File: config.mk
export PLATFORM = sky130hd
export DESIGN_NAME = fidct_ctrl
export DESIGN_NICKNAME = d
export VERILOG_FILES = /design/src/fidct_pkg.sv /design/src/fidct_ctrl.sv
export SDC_FILE = /design/constraint.sdc
export NUM_CORES = 1
export LEC_CHECK = 0
export ABC_AREA = 0
export BUFFER_PORTS_ARGS = -buffer_cell sky130_fd_sc_hd__buf_4
export CAP_MARGIN = 10
export CORE_UTILIZATION = 55
export DETAILED_ROUTE_END_ITERATION = 12
export GPL_ROUTABILITY_DRIVEN = 0
export PLACE_DENSITY = 0.91
export SYNTH_ARGS = -nofsm -noshare
export SYNTH_HDL_FRONTEND = slang
export SYNTH_SLANG_ARGS = --single-unit
File: constraint.sdc
create_clock -name clk -period 4.75 [get_ports clk]
set_input_delay 0.95 -clock clk [delete_from_list [all_inputs] [get_ports clk]]
set_output_delay 0.95 -clock clk [all_outputs]
set_load 0.02 [all_outputs]
File: src/fidct_pkg.sv
`default_nettype none
package fidct_pkg;

  localparam int COEF_WIDTH = 16;
  localparam int DATA_WIDTH = 32;
  localparam int ADDR_WIDTH = 6;
  localparam int LINE_LEN   = 8;

  typedef struct packed {
    logic signed [15:0] coefficient;
    logic               mode;
    logic               in_last;
  } in_word_t;

  typedef struct packed {
    logic signed [31:0] sample;
    logic               out_last;
  } out_word_t;

  // datapath commands from the controller
  typedef struct packed {
    logic       load;       // write incoming coefficient
    logic       rd_en;      // read store at rd_addr
    logic [5:0] rd_addr;
    logic [2:0] rd_elem;    // element position of the word being read
    logic       calc;       // line gathered, start butterfly
    logic       wb_en;      // write back one result element
    logic [5:0] wb_addr;
    logic [2:0] wb_elem;
    logic       row_pass;   // row pass uses shift of 5
    logic       dc_fill;    // write dc value at wb_addr
    logic       dc_grab;    // compute dc value from read data
    logic       emit;       // present read word as a sample
    logic       emit_last;
  } dp_cmd_t;

  // 32-bit constant multiply with arithmetic shift right by 8
  function automatic logic [31:0] mulk(input logic [31:0] x, input logic [9:0] k);
    logic [31:0] p;
    p = x * {22'd0, k};
    return 32'($signed(p) >>> 8);
  endfunction

endpackage
`default_nettype wire

File: src/fidct_ctrl.sv
`default_nettype none
module fidct_ctrl
  import fidct_pkg::*;
(
  input  wire logic       clk,
  input  wire logic       rst,
  input  wire logic       start,
  input  wire in_word_t   in_word,
  input  wire logic       calc_done,
  output logic            busy,
  output logic [5:0]      load_addr,
  output dp_cmd_t         cmd
);

  localparam logic [2:0] S_LOAD = 3'd0;
  localparam logic [2:0] S_READ = 3'd1;
  localparam logic [2:0] S_CALC = 3'd2;
  localparam logic [2:0] S_WB   = 3'd3;
  localparam logic [2:0] S_DCRD = 3'd4;
  localparam logic [2:0] S_DCWR = 3'd5;
  localparam logic [2:0] S_EMIT = 3'd6;

  logic [2:0] state, state_next;
  logic [5:0] load_index;
  logic       row_pass;
  logic [2:0] line;
  logic [3:0] elem;     // read counter: reads at 0 to 7, then 8 and 9 drain the registered read and gather
  logic [2:0] wb_cnt;
  logic [6:0] emit_cnt;
  logic       accept;

  assign accept = start && !busy;
  assign busy = (state != S_LOAD);
  assign load_addr = load_index;

  // address of element e of the current line
  function automatic logic [5:0] addr_of(input logic rp, input logic [2:0] ln,
                                         input logic [2:0] e);
    return rp ? {ln, e} : {e, ln};
  endfunction

  always_comb begin
    state_next = state;
    cmd = '0;
    cmd.row_pass = row_pass;
    cmd.load = accept;
    unique case (state)
      S_LOAD: begin
        if (accept && in_word.in_last) state_next = in_word.mode ? S_DCRD : S_READ;
      end
      S_READ: begin
        if (elem < 4'd8) begin
          cmd.rd_en = 1'b1;
          cmd.rd_addr = addr_of(row_pass, line, elem[2:0]);
          cmd.rd_elem = elem[2:0];
        end else if (elem == 4'd9) begin
          cmd.calc = 1'b1;
          state_next = S_CALC;
        end
      end
      S_CALC: begin
        if (calc_done) state_next = S_WB;
      end
      S_WB: begin
        cmd.wb_en = 1'b1;
        cmd.wb_elem = wb_cnt;
        cmd.wb_addr = addr_of(row_pass, line, wb_cnt);
        if (wb_cnt == 3'd7) begin
          state_next = (row_pass && line == 3'd7) ? S_EMIT : S_READ;
        end
      end
      S_DCRD: begin
        if (elem == 4'd0) begin
          cmd.rd_en = 1'b1;
          cmd.rd_addr = 6'd0;
          cmd.dc_grab = 1'b1;
        end else if (elem == 4'd2) begin
          state_next = S_DCWR;
        end
      end
      S_DCWR: begin
        cmd.dc_fill = 1'b1;
        cmd.wb_addr = emit_cnt[5:0];
        if (emit_cnt == 7'd63) state_next = S_EMIT;
      end
      S_EMIT: begin
        cmd.rd_en = 1'b1;
        cmd.rd_addr = emit_cnt[5:0];
        cmd.emit = 1'b1;
        cmd.emit_last = (emit_cnt == 7'd63);
        if (emit_cnt == 7'd63) state_next = S_LOAD;
      end
      default: state_next = S_LOAD;
    endcase
  end

  always_ff @(posedge clk) begin
    if (rst) begin
      state <= S_LOAD;
      load_index <= '0;
      row_pass <= 1'b0;
      line <= '0;
      elem <= '0;
      wb_cnt <= '0;
      emit_cnt <= '0;
    end else begin
      state <= state_next;
      if (accept) begin
        load_index <= in_word.in_last ? 6'd0 : load_index + 6'd1;
      end
      unique case (state)
        S_LOAD: begin
          row_pass <= 1'b0; line <= '0; elem <= '0; wb_cnt <= '0; emit_cnt <= '0;
        end
        S_READ: elem <= (elem < 4'd9) ? elem + 4'd1 : 4'd0;
        S_CALC: ;
        S_WB: begin
          wb_cnt <= wb_cnt + 3'd1;
          if (wb_cnt == 3'd7) begin
            line <= line + 3'd1;
            if (line == 3'd7) row_pass <= 1'b1;
          end
        end
        S_DCRD: elem <= elem + 4'd1;
        S_DCWR: emit_cnt <= (emit_cnt == 7'd63) ? 7'd0 : emit_cnt + 7'd1;
        S_EMIT: emit_cnt <= emit_cnt + 7'd1;
        default: ;
      endcase
    end
  end

  // no load while busy, write-back never overlaps a read, and emit returns to load after the last sample
  assert property (@(posedge clk) disable iff (rst) busy |-> !cmd.load)
    else $error("load while busy");
  assert property (@(posedge clk) disable iff (rst) !(cmd.wb_en && cmd.rd_en))
    else $error("write-back overlaps read");
  assert property (@(posedge clk) disable iff (rst)
    (state == S_EMIT && emit_cnt == 7'd63) |=> state == S_LOAD)
    else $error("emit did not end block");

endmodule
`default_nettype wire

# Yosys cells after proc, flatten, opt, wreduce, memory -nomap -nowiden

Index checks and enable logic that the tools add are counted.

Add/subtract/negate cells: 5
Order comparisons: 2
Equal/unequal tests: 21
Muxes and demuxes: 38
Reductions and logical operators: 13

Operators by type and width:

| kind                | count |
|---|---|
| $pmux 7 s3          | 2 |
| $mux 3              | 13 |
| $pmux 3 s7          | 1 |
| $ne 2x2->1 const B  | 10 |
| $mux 6              | 3 |
| $eq 3x3->1 const B  | 5 |
| $mux 7              | 2 |
| $pmux 3 s2          | 2 |
| $pmux 4 s3          | 1 |
| $pmux 6 s2          | 1 |
| $mux 10             | 1 |
| $reduce_and 9->1    | 1 |
| $reduce_bool 3->1   | 3 |
| $lt 4x4->1 const B  | 2 |
| $mux 1              | 8 |
| $mux 4              | 2 |
| $add 7x1->7 const B | 1 |
| $eq 7x6->1 const B  | 1 |
| $add 3x1->3 const B | 2 |
| $add 6x1->6 const B | 1 |
| $eq 3x2->1 const B  | 2 |
| $add 4x1->4 const B | 1 |
| $eq 4x2->1 const B  | 1 |
| $eq 4x4->1 const B  | 1 |
| other kinds (10)    | 12 |

Flip-flop bits (word level): 27
Bits of input ports: 22
Output and inout port bits: 34
Word-level logic and storage cells: 86

# Logic depth before layout (Yosys ltp)

Depth after elaboration: 6
Mapped depth: 9
Gate-level depth less buffers: 7

# Worst setup path after synthesis

Ideal clock, no wire load.

Path type: register to output
Start: register state[2]
End: output port cmd[10] (netlist name)
Data arrival time: 1.848 ns
Data required time: 3.800 ns
Slack: 1.952 ns
Cell stages (with the launch flop): 7
Path buffers: 2
Cell sequence: dfxtp_1 > buf_6 > buf_2 > inv_1 > nor3_1 > nand2_1 > o21ai_0

RTL lines:

| what                   | line              | text |
|---|---|---|
| from (decl)            | fidct_ctrl.sv:23  | `logic [2:0] state, state_next;` |
| from (signal assigned) | fidct_ctrl.sv:107 | `state <= state_next;` |
| to (decl)              | fidct_ctrl.sv:12  | `output dp_cmd_t cmd` |

==> impl_metrics.ini <==
[floorplan]
die_y_um = 59.6
dieArea_mm2 = 0.00355
io-pin-count = 56
core_mm2 = 0.00310
num_rows = 20
die_width_um = 59.6
start_util_pct = 58.7

[routing]
via_per_inst = 5.72
final_antenna_net_count = 0
first_iter_violations = 137
finalWirelength_um = 4260
routedWlPerCell_um = 13.9
drcViolationCount = 0
drt_first_pass_iters = 4
vias = 1757

[run]
maxCapViolCount = 0

[timing]
rsz0062_at_grt = false
period_needed_ns = 3.40
worst_slew_pin_slew_ns = 0.792
slew_headroom_pct = 46.8
period_share_pct = 71.6
fmax_ghz = 0.294
fin_worst_skew_ns = 0.00572
finalWorstSetupSlack_ns = 1.35
maxSlewViolCount = 0
hold_viol = 0
hold_slack_ns = 0.501
setup_violations = 0
tns_ns = 0

[cts]
cts.clk_slew.worst_paths_ns = 0.14
cts_tree = yes
cts_resized = 0
cts-hold-fix-buffers = 0
cts_buffers = 3
root_buffer = clkbuf_4
cts.sinks = 27
cts_htree_levels = 1
postCtsSetupBuffers = 0
worstSkewPairLatency_ns = 0.33
clockBufferDepth = 2

[place]
hpwl_um = 3200
place_ws_ns = 1.79
place.port_buffers = 39
placedCellCount = 303

[layout]
final_cells = 307
drive_gt1_share_pct = 18.3
nNetsFinal = 296
diodes = 0
final_common_cell = buf_4
layout_common_cells = buf_4, nor2_1, nand2_1, dfxtp_1, a21oi_1
area_delta_synth_final_pct = 15.0

[setup_path]
required_ns = 3.80
r2r-end = line[2]
r2r_slack_ns = 2.47
crit_path_max_fanout = 19
r2r-start = state[0]
crit_start = state[0]
critPathCapture = cmd[10]
crit_arrival_ns = 2.45
end_kind = output port
critPathLaunchType = flop
r2r_cells = 7
worstSetupPathType = reg2out

[status]
status = finished clean

[power_and_ir_drop]
seq_power_share_pct = 39.9
clockPowerShare_pct = 12.8
sw_frac_of_total_pct = 45.7
ir_drop_v = 0.000159
p_int_uw = 422
p_comb_share_pct = 47.3
p_sw_uw = 356
p_total_uw = 778
p_per_area_mw_per_mm2 = 371
p_leak_uw = 0.000837

[global_routing]
grt_pass1_wl_um = 6890
antenna_found_initial = 0
grt_start_max_net_pins = 21
grt_usage_pct = 25.5
grt_pass1_vias = 1520
overflow = 0

[yosys]
synth.distinct_cells = 46
synth_edf_count = 0
yosys_warnings = 0
synthFlopType = dfxtp_1
syn_nets = 268
netlist_area_mm2 = 0.00182
postSynthAreaPerCell_um2 = 7.72
synth.yosys.seq_area_share_pct = 29.7
synthArstFlopShare_pct = 0
yosys_register_bits = 27
synth_cells = 236

[worst_hold_path]
worstHoldStart = load_addr[5]
min_path_type = reg2reg
layout make-up:
cell class,instances,area (µm²)
flip-flops and latches,27,541
clock inverters,1,7.51
repair buffers,39,293
inverters,8,30.0
clock buffers,3,22.5
multi-input cells,185,1150
well taps,44,55.1
fillers,316,1010
registers in the layout, summed over array words and instances (netlist names):
name / cells
elem: 4
emit_cnt: 7
line: 3
load_addr: 6
row_pass: 1
state: 3
wb_cnt: 3
how the worst min path moves through the flow:
| stage | to | cells after the start | slack, ns |
|---|---|---|---|
| final | load_addr[5] | 2 | 0.50 |
| after global routing | load_addr[5] | 2 | 0.53 |
| after CTS | load_addr[5] | 2 | 0.50 |
| after detailed placement | emit_cnt[6] | 2 | 0.47 |
| after global placement | emit_cnt[6] | 2 | 0.47 |
| after floorplan | emit_cnt[6] | 2 | 0.45 |
power by group through the flow:
stage	Sequential [µW]	Clock, µW	Combinational [µW]
3_5_place_dp	315	0	366
4_1_cts	309	103	366
2_1_floorplan	276	0	326
6_report	310	99.4	368
5_1_grt	317	115	409
3_3_place_gp	313	0	353
Yosys cell counts (2+ instances only):
| cell type | instances | area (µm²) |
|---|---|---|
| nor2_1 | 38 | 143 |
| o211ai_1 | 2 | 15.0 |
| a311oi_1 | 3 | 26.3 |
| o21ai_0 | 18 | 90.1 |
| buf_2 | 6 | 30.0 |
| and2_1 | 6 | 37.5 |
| a22oi_1 | 2 | 15.0 |
| dfxtp_1 | 27 | 541 |
| nand4_1 | 2 | 12.5 |
| a32oi_1 | 4 | 35.0 |
| buf_4 | 3 | 22.5 |
| inv_1 | 8 | 30.0 |
| xnor2_1 | 5 | 43.8 |
| nor2b_1 | 6 | 37.5 |
| o21bai_1 | 2 | 15.0 |
| nand2_1 | 27 | 101 |
| nand2b_1 | 3 | 18.8 |
| clkbuf_1 | 3 | 11.3 |
| ha_1 | 10 | 125 |
| xor2_1 | 4 | 35.0 |
| a21oi_1 | 19 | 95.1 |
| buf_6 | 2 | 22.5 |
| nand3_1 | 2 | 10.0 |
| nor3_1 | 4 | 20.0 |
| mux2i_1 | 9 | 90.1 |
cell families after synthesis:
family                     synth area share (%)
buffers and inverters                      7.42
xor gates and xnor gates                   4.33
DFF                                        29.7
and+or+nand+nor                            27.1
muxes                                      4.95
AOI/OAI and AO/OA                          19.7
adders and majority gates                  6.87
through the flow:
stage | cell area, µm² | utilization, %
6_report | 2090 | 67.5
3_5_place_dp | 2060 | 66.5
5_1_grt | 2090 | 67.5
3_3_place_gp | 2060 | 66.5
2_1_floorplan | 1820 | -
4_1_cts | 2090 | 67.5
critical path, stage by stage (launching register included):
cell     delay, ns
dfxtp_1       0.78
inv_1         0.25
nor3_1        0.67
nand2_1       0.13
o21ai_0       0.12
buf_4         0.18
metal layers:
| metal | track usage [%] | vias up | part of all wire, % |
|---|---|---|---|
| met5 | 0 | - | 0 |
| met4 | 7.64 | 0 | 1.1 |
| met3 | 3.49 | 7 | 5.1 |
| met2 | 44.9 | 59 | 49 |
| met1 | 32.0 | 821 | 45 |
| li1 | - | 870 | - |
Note: power is estimated with default switching activity, not from simulation.
